**src/hdl/vca_pkg.sv**
```systemverilog
// Shared widths, field offsets, command codes and types for the voice channel allocator.
package vca_pkg;

  localparam int NUM_CHANNELS_DEF  = 8;
  localparam int SOUND_ID_BITS_DEF = 8;

  localparam int CMD_W      = 3;
  localparam int SOUND_IN_W = 8;
  localparam int HANDLE_W   = 32;
  localparam int MASK_W     = 8;
  localparam int CHAN_OUT_W = 3;
  localparam int STATE_W    = 2;

  // input tdata layout
  localparam int IN_SND_LSB  = 0;
  localparam int IN_LOOP_BIT = IN_SND_LSB + SOUND_IN_W;
  localparam int IN_HND_LSB  = IN_LOOP_BIT + 1;
  localparam int IN_MASK_LSB = IN_HND_LSB + HANDLE_W;
  localparam int IN_USED_W   = IN_MASK_LSB + MASK_W;
  localparam int IN_TDATA_W  = ((IN_USED_W + 7) / 8) * 8;

  // output tdata layout
  localparam int OUT_HND_LSB = 0;
  localparam int OUT_CH_LSB  = OUT_HND_LSB + HANDLE_W;
  localparam int OUT_ST_LSB  = OUT_CH_LSB + CHAN_OUT_W;
  localparam int OUT_USED_W  = OUT_ST_LSB + STATE_W;
  localparam int OUT_TDATA_W = ((OUT_USED_W + 7) / 8) * 8;

  typedef enum logic [CMD_W-1:0] {
    CMD_PLAY     = 3'd0,
    CMD_STOP     = 3'd1,
    CMD_PAUSE    = 3'd2,
    CMD_RESUME   = 3'd3,
    CMD_QUERY    = 3'd4,
    CMD_STOP_ALL = 3'd5,
    CMD_TICK     = 3'd6
  } cmd_e;

  localparam logic [STATE_W-1:0] SND_STOPPED = 2'd0;
  localparam logic [STATE_W-1:0] SND_PLAYING = 2'd1;
  localparam logic [STATE_W-1:0] SND_PAUSED  = 2'd2;

  // result of the shared handle comparator
  typedef struct packed {
    logic eq;
    logic lt;
  } cmp_res_t;

endpackage

```
**src/hdl/vca_cmp.sv**
```systemverilog
// Shared handle comparator: equality for lookups, unsigned less-than for stealing.
module vca_cmp (
  input  logic [vca_pkg::HANDLE_W-1:0] a_i,
  input  logic [vca_pkg::HANDLE_W-1:0] b_i,
  output vca_pkg::cmp_res_t            res_o
);
  import vca_pkg::*;

  assign res_o.eq = (a_i == b_i);
  assign res_o.lt = (a_i < b_i);

endmodule

```
**src/hdl/voice_channel_allocator.sv**
```systemverilog
// Top level of the voice channel allocator: channel table, scan sequencer and result register.
//
//  channel   | dir | tdata (low bit up)                              | tuser
//  ----------+-----+-------------------------------------------------+----------------
//  s_axis    | in  | sound_id, loop_flag, handle_in, playing_mask    | cmd
//  m_axis    | out | handle_out, channel_out, sound_state            | unknown_handle
//
// Play, stop, pause, resume and query walk the channel table one entry per cycle
// through the single handle comparator: an accept step, a scan of up to NUM_CHANNELS
// entries and an update step, then the result waits in the output register (a hit
// or a free channel ends the walk early). Stop-all and tick update the table on
// accept and go straight to the output register.
// s_axis_tready_o is high only while no item is in flight; a stalled m_axis holds
// the result and the block. Reset empties the table and zeroes the handle counter.
module voice_channel_allocator #(
  parameter int NUM_CHANNELS  = vca_pkg::NUM_CHANNELS_DEF,
  parameter int SOUND_ID_BITS = vca_pkg::SOUND_ID_BITS_DEF
) (
  input  logic                             clk_i,
  input  logic                             rst_ni,
  input  logic                             s_axis_tvalid_i,
  output logic                             s_axis_tready_o,
  // sound_id[7:0], loop_flag[8], handle_in[40:9], playing_mask[48:41], zero pad
  input  logic [vca_pkg::IN_TDATA_W-1:0]   s_axis_tdata_i,
  // cmd[2:0]
  input  logic [vca_pkg::CMD_W-1:0]        s_axis_tuser_i,
  output logic                             m_axis_tvalid_o,
  input  logic                             m_axis_tready_i,
  // handle_out[31:0], channel_out[34:32], sound_state[36:35], zero pad
  output logic [vca_pkg::OUT_TDATA_W-1:0]  m_axis_tdata_o,
  // unknown_handle[0]
  output logic                             m_axis_tuser_o
);
  import vca_pkg::*;

  localparam int CH_W  = (NUM_CHANNELS > 1) ? $clog2(NUM_CHANNELS) : 1;
  localparam int MX_W  = (NUM_CHANNELS > MASK_W) ? NUM_CHANNELS : MASK_W;
  localparam int SX_W  = (SOUND_ID_BITS > SOUND_IN_W) ? SOUND_ID_BITS : SOUND_IN_W;
  localparam logic [CH_W-1:0] LAST_CH = CH_W'(NUM_CHANNELS - 1);

  // sequencer states
  localparam logic [1:0] S_IDLE  = 2'd0;
  localparam logic [1:0] S_SCAN  = 2'd1;
  localparam logic [1:0] S_APPLY = 2'd2;
  localparam logic [1:0] S_OUT   = 2'd3;

  logic [1:0] state_q;

  // channel table
  logic [NUM_CHANNELS-1:0]  valid_q;
  logic [NUM_CHANNELS-1:0]  looping_q;
  logic [NUM_CHANNELS-1:0]  paused_q;
  logic [HANDLE_W-1:0]      handle_mem_q [NUM_CHANNELS];
  logic [SOUND_ID_BITS-1:0] sound_mem_q  [NUM_CHANNELS];
  logic [HANDLE_W-1:0]      last_handle_q;

  // latched command
  cmd_e                     cmd_q;
  logic [SOUND_ID_BITS-1:0] snd_q;
  logic                     loop_q;
  logic [HANDLE_W-1:0]      hin_q;

  // scan bookkeeping
  logic [CH_W-1:0]     idx_q;
  logic                free_found_q;
  logic [CH_W-1:0]     free_ch_q;
  logic                best_found_q;
  logic [CH_W-1:0]     best_ch_q;
  logic [1:0]          best_rank_q;
  logic [HANDLE_W-1:0] best_handle_q;
  logic                hit_q;
  logic [CH_W-1:0]     hit_ch_q;

  // result register
  logic [HANDLE_W-1:0]   out_handle_q;
  logic [CHAN_OUT_W-1:0] out_ch_q;
  logic [STATE_W-1:0]    out_state_q;
  logic                  out_unk_q;

  // unpack the input item
  logic [SX_W-1:0]          snd_ext;
  logic [SOUND_ID_BITS-1:0] in_snd;
  logic [MX_W-1:0]          mask_ext;
  logic                     in_accept;

  assign snd_ext   = SX_W'(s_axis_tdata_i[IN_SND_LSB +: SOUND_IN_W]);
  assign in_snd    = snd_ext[SOUND_ID_BITS-1:0];
  // channels past the mask width read as not playing
  assign mask_ext  = MX_W'(s_axis_tdata_i[IN_MASK_LSB +: MASK_W]);
  assign in_accept = s_axis_tvalid_i && s_axis_tready_o;

  // entry under the scan pointer
  logic                     ent_valid;
  logic                     ent_looping;
  logic [HANDLE_W-1:0]      ent_handle;
  logic [SOUND_ID_BITS-1:0] ent_sound;
  logic [HANDLE_W-1:0]      cmp_b;
  cmp_res_t                 cmp_res;
  logic [1:0]               ent_rank;
  logic                     ent_better;
  logic                     scan_last;

  assign ent_valid   = valid_q[idx_q];
  assign ent_looping = looping_q[idx_q];
  assign ent_handle  = handle_mem_q[idx_q];
  assign ent_sound   = sound_mem_q[idx_q];
  assign scan_last   = (idx_q == LAST_CH);

  // one comparator serves both the stealing order and the handle lookup
  assign cmp_b = (cmd_q == CMD_PLAY) ? best_handle_q : hin_q;

  vca_cmp u_cmp (
    .a_i   (ent_handle),
    .b_i   (cmp_b),
    .res_o (cmp_res)
  );

  // steal preference: same sound, then looping, then anything; oldest handle within a class
  always_comb begin
    if (ent_sound == snd_q) begin
      ent_rank = 2'd2;
    end else if (ent_looping) begin
      ent_rank = 2'd1;
    end else begin
      ent_rank = 2'd0;
    end
    ent_better = !best_found_q || (ent_rank > best_rank_q) ||
                 ((ent_rank == best_rank_q) && cmp_res.lt);
  end

  // commit values for the update cycle
  logic [CH_W-1:0]     play_ch;
  logic [HANDLE_W-1:0] next_handle;
  logic [CH_W-1:0]     apply_ch;
  logic [CH_W+2:0]     apply_ch_ext;
  logic                play_commit;

  assign play_ch      = free_found_q ? free_ch_q : best_ch_q;
  assign next_handle  = (last_handle_q == {HANDLE_W{1'b1}}) ? HANDLE_W'(1)
                                                             : last_handle_q + HANDLE_W'(1);
  assign apply_ch     = (cmd_q == CMD_PLAY) ? play_ch : hit_ch_q;
  assign apply_ch_ext = {3'b000, apply_ch};
  assign play_commit  = (state_q == S_APPLY) && (cmd_q == CMD_PLAY);

  // handle and sound stores: written only by a play commit
  always_ff @(posedge clk_i) begin
    if (play_commit) begin
      handle_mem_q[play_ch] <= next_handle;
      sound_mem_q[play_ch]  <= snd_q;
    end
  end

  always_ff @(posedge clk_i or negedge rst_ni) begin
    if (!rst_ni) begin
      state_q       <= S_IDLE;
      valid_q       <= '0;
      looping_q     <= '0;
      paused_q      <= '0;
      last_handle_q <= '0;
      cmd_q         <= CMD_PLAY;
      snd_q         <= '0;
      loop_q        <= 1'b0;
      hin_q         <= '0;
      idx_q         <= '0;
      free_found_q  <= 1'b0;
      free_ch_q     <= '0;
      best_found_q  <= 1'b0;
      best_ch_q     <= '0;
      best_rank_q   <= '0;
      best_handle_q <= '0;
      hit_q         <= 1'b0;
      hit_ch_q      <= '0;
      out_handle_q  <= '0;
      out_ch_q      <= '0;
      out_state_q   <= SND_STOPPED;
      out_unk_q     <= 1'b0;
    end else begin
      case (state_q)
        S_IDLE: begin
          if (in_accept) begin
            cmd_q        <= cmd_e'(s_axis_tuser_i);
            snd_q        <= in_snd;
            loop_q       <= s_axis_tdata_i[IN_LOOP_BIT];
            hin_q        <= s_axis_tdata_i[IN_HND_LSB +: HANDLE_W];
            idx_q        <= '0;
            free_found_q <= 1'b0;
            best_found_q <= 1'b0;
            hit_q        <= 1'b0;
            out_handle_q <= '0;
            out_ch_q     <= '0;
            out_state_q  <= SND_STOPPED;
            out_unk_q    <= 1'b0;
            case (cmd_e'(s_axis_tuser_i))
              CMD_PLAY, CMD_STOP, CMD_PAUSE, CMD_RESUME, CMD_QUERY: begin
                state_q <= S_SCAN;
              end
              CMD_STOP_ALL: begin
                valid_q <= '0;
                state_q <= S_OUT;
              end
              CMD_TICK: begin
                valid_q <= valid_q & mask_ext[NUM_CHANNELS-1:0];
                state_q <= S_OUT;
              end
              default: begin
                state_q <= S_OUT;
              end
            endcase
          end
        end

        S_SCAN: begin
          if (cmd_q == CMD_PLAY) begin
            if (!ent_valid) begin
              // first free channel wins outright
              free_found_q <= 1'b1;
              free_ch_q    <= idx_q;
              state_q      <= S_APPLY;
            end else begin
              if (ent_better) begin
                best_found_q  <= 1'b1;
                best_ch_q     <= idx_q;
                best_rank_q   <= ent_rank;
                best_handle_q <= ent_handle;
              end
              if (scan_last) begin
                state_q <= S_APPLY;
              end else begin
                idx_q <= idx_q + CH_W'(1);
              end
            end
          end else begin
            if (ent_valid && cmp_res.eq) begin
              hit_q    <= 1'b1;
              hit_ch_q <= idx_q;
              state_q  <= S_APPLY;
            end else if (scan_last) begin
              state_q <= S_APPLY;
            end else begin
              idx_q <= idx_q + CH_W'(1);
            end
          end
        end

        S_APPLY: begin
          state_q <= S_OUT;
          case (cmd_q)
            CMD_PLAY: begin
              valid_q[play_ch]   <= 1'b1;
              looping_q[play_ch] <= loop_q;
              paused_q[play_ch]  <= 1'b0;
              last_handle_q      <= next_handle;
              out_handle_q       <= next_handle;
              out_ch_q           <= apply_ch_ext[CHAN_OUT_W-1:0];
            end
            CMD_STOP, CMD_PAUSE, CMD_RESUME, CMD_QUERY: begin
              if (hit_q) begin
                out_ch_q <= apply_ch_ext[CHAN_OUT_W-1:0];
                case (cmd_q)
                  CMD_STOP:   valid_q[hit_ch_q]  <= 1'b0;
                  CMD_PAUSE:  paused_q[hit_ch_q] <= 1'b1;
                  CMD_RESUME: paused_q[hit_ch_q] <= 1'b0;
                  default: begin
                    out_state_q <= paused_q[hit_ch_q] ? SND_PAUSED : SND_PLAYING;
                  end
                endcase
              end else begin
                // a query of an unknown handle just reports stopped
                out_unk_q <= (cmd_q != CMD_QUERY);
              end
            end
            default: begin
            end
          endcase
        end

        S_OUT: begin
          if (m_axis_tready_i) begin
            state_q <= S_IDLE;
          end
        end

        default: begin
          state_q <= S_IDLE;
        end
      endcase
    end
  end

  assign s_axis_tready_o = (state_q == S_IDLE);
  assign m_axis_tvalid_o = (state_q == S_OUT);
  assign m_axis_tdata_o  = OUT_TDATA_W'({out_state_q, out_ch_q, out_handle_q});
  assign m_axis_tuser_o  = out_unk_q;

endmodule
```
**config.mk**
```make
export PLATFORM = sky130hd
export DESIGN_NAME = voice_channel_allocator
export DESIGN_NICKNAME = d
export VERILOG_FILES = /design/src/hdl/vca_pkg.sv /design/src/hdl/vca_cmp.sv /design/src/hdl/voice_channel_allocator.sv
export SDC_FILE = /design/constraint.sdc
export NUM_CORES = 1
export LEC_CHECK = 0
export BUFFER_PORTS_ARGS = -buffer_cell sky130_fd_sc_hd__buf_2
export CORE_MARGIN = 3
export CORE_UTILIZATION = 60
export CTS_CLUSTER_SIZE = 24
export DETAILED_ROUTE_END_ITERATION = 16
export GPL_TIMING_DRIVEN = 0
export HOLD_SLACK_MARGIN = 0.08
export PLACE_DENSITY = 0.85
export SYNTH_ARGS = -nofsm -noshare
export SYNTH_HDL_FRONTEND = slang
export SYNTH_HIERARCHICAL = 1
export SYNTH_SLANG_ARGS = --single-unit
```
**constraint.sdc**
```tcl
create_clock -name clk_i -period 11.3 [get_ports clk_i]
set_input_delay 2.26 -clock clk_i [delete_from_list [all_inputs] [get_ports clk_i]]
set_output_delay 2.26 -clock clk_i [all_outputs]
set_load 0.005 [all_outputs]
```
Word level (Yosys, flattened, before mapping)
Memory sizes are Yosys's and may differ from the RTL's.
Index checks and enable logic that the tools add are counted.
- register bits after elaboration: 189
- latch bits: 0
- bits in writable memories: 320
- memory bits (read-only): 0
- input port bits: 63
- output and inout port bits: 43
- memories kept: 2
- memories (name ; words ; width ; rd ports ; clocked after memory_dff ; wr ports ; line ; text):
    handle_mem_q ; 8 ; 32 ; 1 ; 0 ; 1 ; voice_channel_allocator.sv:53 ; logic [HANDLE_W-1:0] handle_mem_q [NUM_CHANNELS];
    sound_mem_q ; 8 ; 8 ; 1 ; 0 ; 1 ; voice_channel_allocator.sv:54 ; logic [SOUND_ID_BITS-1:0] sound_mem_q [NUM_CHANNELS];
- $add $sub $neg: 2
- multiply operators: 0
- div/mod/pow operators: 0
- magnitude comparators: 7
- equality and inequality tests: 40
- shifts and indexed selects: 0
- multiplexer cells: 68
- bitwise gates (word level): 10
- reduce and logical (&&, ||, !) cells: 34
- operators by type and width (operator ; number):
    two-way mux 32 bit ; 4
    one-hot mux 8 bit (2 select lines) ; 5
    one-hot mux 32 bit (2 select lines) ; 1
    adder 32 x 1 -> 32 bit, second input constant ; 1
    bitwise AND 8 bit ; 4
    equality test 32 bit ; 1
    equality test 32 bit, second input constant ; 1
    less-than comparator 32 bit ; 1
    two-way mux 8 bit ; 4
    AND reduction 4 bit ; 7
    two-way mux 2 bit ; 13
    two-way mux 3 bit ; 8
    inequality test 2 bit, second input constant ; 11
    two-way mux 1 bit ; 18
    inequality test 3 bit, second input constant ; 6
    one-hot mux 3 bit (2 select lines) ; 3
    NOT 8 bit ; 2
    OR 8 bit ; 2
    equality test 3 bit, second input constant ; 5
    equality test 3 x 2 -> 1 bit, second input constant ; 4
    less-than comparator 3 x 4 -> 1 bit, second input constant ; 3
    AND reduction 5 bit ; 2
    binary-select mux 1 bit (select 3 bit) ; 3
    AND reduction 3 bit ; 3
    other kinds (28) ; 49

Longest topological paths before layout
- depth in word-level cells: 11
- mapped depth: 20

Cells and area by module
Netlist, hierarchy kept.
- modules (own cells, without submodules) (module ; times used ; cells each ; area an instance (um^2)):
    voice_channel_allocator ; 1 ; 1481 ; 21399.3
    vca_cmp ; 1 ; 115 ; 808.3

Least setup slack after synthesis
OpenSTA, ideal clock, no wires.
- path kind: register to register
- start: register cmd_q[2]
- end: register looping_q[1]
- library setup time: 126 ps
- arrival time: 4544 ps
- slack: 6630 ps
- cell stages (with the launch flop): 7
- path buffers: 2
- cell sequence: dfrtp_1 clkbuf_1 nor3_1 nand2_1 buf_2 nor3_1 mux2_2
- cells in the longest elaborated chain, start to end: 2
- ends and longest elaborated chain (element ; line ; text):
    from (decl) ; voice_channel_allocator.sv:58 ; cmd_e cmd_q;
    from (signal assigned) ; voice_channel_allocator.sv:181 ; cmd_q <= cmd_e'(s_axis_tuser_i);
    logical NOT 3 bit ; voice_channel_allocator.sv:247 ; case (cmd_q)
    AND reduction 2 bit (no line) ; - ;
    to (signal, indexed assignment) ; voice_channel_allocator.sv:250 ; looping_q[play_ch] <= loop_q;
    to (decl) ; voice_channel_allocator.sv:51 ; logic [NUM_CHANNELS-1:0] looping_q;
Every way passes these cells.
A chain may end at the register's enable or synchronous reset.

==> impl_metrics.toml <==
[clock_tree]
cts_buffers = 51
ctsHoldBuffers = 0
clkSinkCount = 509
cts_buffer_depth = 3
cts_tree = "built"
cts_max_level = 2
post_cts_buffers = 0
cts.repair.resized = 0
clk_pin_slew_ns = 0.06
clockRootBuffer = "clkbuf_16"
clk_latency_ns = 0.59

[final_layout]
fin_nets = 1878
fillers = 2192
syn2layout_area_growth_pct = 14.2
n_antenna_cell = 0
multi_input_area_mm2 = 0.00735
drive_above_1_share_pct = 23.7
seqCellArea_mm2 = 0.0143

[route]
wl_met3_um = 5520
wl_met2_um = 27700
wl_met1_um = 21300
wl_um = 56600
drt-pass1-iter-count = 6
wl_per_cell_um = 24.8
drc = 0
drt-vias-per-instance = 6.42
drt_iter0_markers = 1668
vias = 14700
highest_layer = "met4"
ant_nets = 0

[logic_synthesis]
ys_types = 70
synthTopCellsByCount = "nand2_1, edfxtp_1, dfrtp_1, mux2_2, mux4_2"
synth-edff-count = 320
synth.yosys.seq_area_share_pct = 64.6
yosys.area.top_type = "edfxtp_1"
synthArstFlopShare_pct = 37.1
yosysTopAreaCellShare_pct = 43.3
ys_warn_count = 6
syn_area_mm2 = 0.0222
synth.avg_cell_area_um2 = 13.9
ys_top_cells_by_area = "edfxtp_1, dfrtp_1, mux4_2"
synthFlopType = "edfxtp_1"
syn-instance-count = 1596
synthMostInstantiatedCell = "nand2_1"
synth_seq_cells = 509

[worst_setup_path]
required_ns = 11.75
cp-endpoint = "best_ch_q[1]"
reg2reg_depth = 19
r2r_end = "best_ch_q[1]"
worstReg2RegStart = "cmd_q[2]"
cp_cell_sequence = "clkbuf_1 -> nor3_1 -> clkbuf_1 -> clkbuf_1 -> nand2_1 -> nand2_1 -> inv_1 -> ha_1 -> nand4_1 -> nor4_1 -> a21boi_1 -> or4b_1 -> a2111oi_2 -> nor2_1 -> o21ai_0 -> nand3_1 -> buf_2 -> buf_4 -> mux2_2"
cp_common_cell = "clkbuf_1"
arrival_ns = 6.80
slowest_delay_ns = 0.88
regToRegSetupSlack_ns = 4.95
crit_slowest_cell = "nor3_1"
startpoint_type = "register"
crit_path_end_kind = "register"
cp_max_fo = 10
worstSetupStartpoint = "cmd_q[2]"
path_class = "reg2reg"

[timing]
rsz0062_at_grt = "false"
hold_viol_final = 0
whs_ns = 0.488
fmax_ghz = 0.157
finalCriticalPeriod_ns = 6.35
period_share_pct = 56.2
finalSetupTns_ns = 0
fin_skew_ns = 0.0301
worstMarginPinSlew_ns = 1.10
setup_violations = 0
fin_ws_ns = 4.95
max_slew_margin_pct = 25.4
slew_viol_final = 0

[grt]
grt.overflow.total = 0
grt_max_degree = 98
grt_antenna_before_repair = 0
grt_pass1_wl_um = 86400
grt_usage_pct = 29.2
grt_pass1_vias = 14900

[pwr]
power.density_cell_area_mw_per_mm2 = 236
ir_worst_vdd_mv = 0.158
p_leak_uw = 0.0107

[die]
pin_count = 106
initial_core_util_pct = 61.7
core_mm2 = 0.0360
die-area_mm2 = 0.0394
die_x_um = 198
fp-row-count = 69
die_h_um = 198

[outcome]
outcome = "completed"

[place]
port_buffers = 95
pre_cts_ws_ns = 5.30
place_congestion = 0.888
dp_hpwl_um = 37500

[min_path]
hp-class = "reg2reg"

[flow_run]
max_cap_violations = 0
[registers in the layout, indices dropped and copies added, names as in the netlist, 2 cells and up, named ones only]
signal	cells
best_rank_q	2
hit_ch_q	3
state_q	2
last_handle_q	32
out_state_q	2
free_ch_q	3
hin_q	32
best_handle_q	32
handle_mem_q	256
snd_q	8
out_handle_q	32
best_ch_q	3
valid_q	8
sound_mem_q	64
idx_q	3
looping_q	8
cmd_q	3
out_ch_q	3
[power breakdown]
group          internal (uW)  switching [uW]  total, uW
Combinational            752            1160       1910
Clock                    939             730       1670
Sequential              2250             166       2410
[cell type report]
type / instances / share of cell area (%)
clock buffers: 65 / 5.44
multi-input cells: 960 / 29.0
clock inverters: 31 / 1.04
repair buffers: 127 / 3.50
plain buffers: 83 / 1.58
flip-flops and latches: 509 / 56.5
inverters: 46 / 0.681
well taps: 461 / 2.27
[metal layers]
metal,global-route usage [%],up-vias
met5,0,-
met4,11.5,0
met3,4.32,172
met2,48.1,961
met1,40.1,7318
li1,-,6206
[cells by family (layout without fill, tap and decap cells)]
group	after synthesis	count (layout)	share of synthesized area [%]
and+or+nand+nor	523	523	10.5
DFF	509	509	64.6
muxes	192	192	13.5
AOI/OAI and AO/OA	152	152	4.68
buffers and inverters	129	352	2.58
xor gates and xnor gates	53	53	2.09
adders and majority gates	37	37	2.08
other	1	3	0.0169
[cell usage in the layout, fill, tap and decap left out, types with 7 or more instances in the layout]
cell type,n
a21o_1,9
a21oi_1,27
a22o_1,19
and2_1,9
and3_1,12
buf_1,12
buf_2,120
buf_4,9
buf_6,30
clkbuf_1,43
clkbuf_16,52
clkinv_2,13
dfrtp_1,189
edfxtp_1,320
ha_1,37
inv_1,46
mux2_2,91
mux2i_1,23
mux4_2,76
nand2_1,324
nand2b_1,7
nand3_1,48
nand4_1,13
nor2_1,50
nor3_1,15
nor3_2,7
o21ai_0,35
o22a_1,8
o31ai_1,13
xnor2_1,32
xor2_1,21
[worst max-delay path, delay by kind of cell (launching register included)]
kind	cells	cell delay, ns
and+or+nand+nor	8	2.65
buffers and inverters	6	2.04
AOI/OAI and AO/OA	3	0.51
DFF	1	0.36
muxes	1	0.36
adders and majority gates	1	0.31
[worst min-delay path by stage]
stage | slack, ns | from | to | cells after the start
floorplan | 0.45 | hin_q[0] | hin_q[0] | 2
global placement | 0.46 | hin_q[24] | hin_q[24] | 2
detailed placement | 0.46 | hin_q[8] | hin_q[8] | 2
CTS | 0.49 | hin_q[3] | hin_q[3] | 2
global route | 0.51 | hin_q[16] | hin_q[16] | 2
finish | 0.49 | hin_q[16] | hin_q[16] | 2
[metrics by stage]
| stage | total power, uW | instance area [um2] | util, % | std cells |
|---|---|---|---|---|
| after CTS | 5960 | 25400 | 70.5 | 2282 |
| after detailed placement | 4260 | 23700 | 65.9 | 2186 |
| after floorplan | 3670 | 22200 | - | 1598 |
| final | 5990 | 25400 | 70.5 | 2282 |
| after global placement | 4140 | 23300 | 64.6 | 2154 |
| after global routing | 6230 | 25400 | 70.5 | 2282 |
Note: power is estimated with default switching activity, not from simulation.
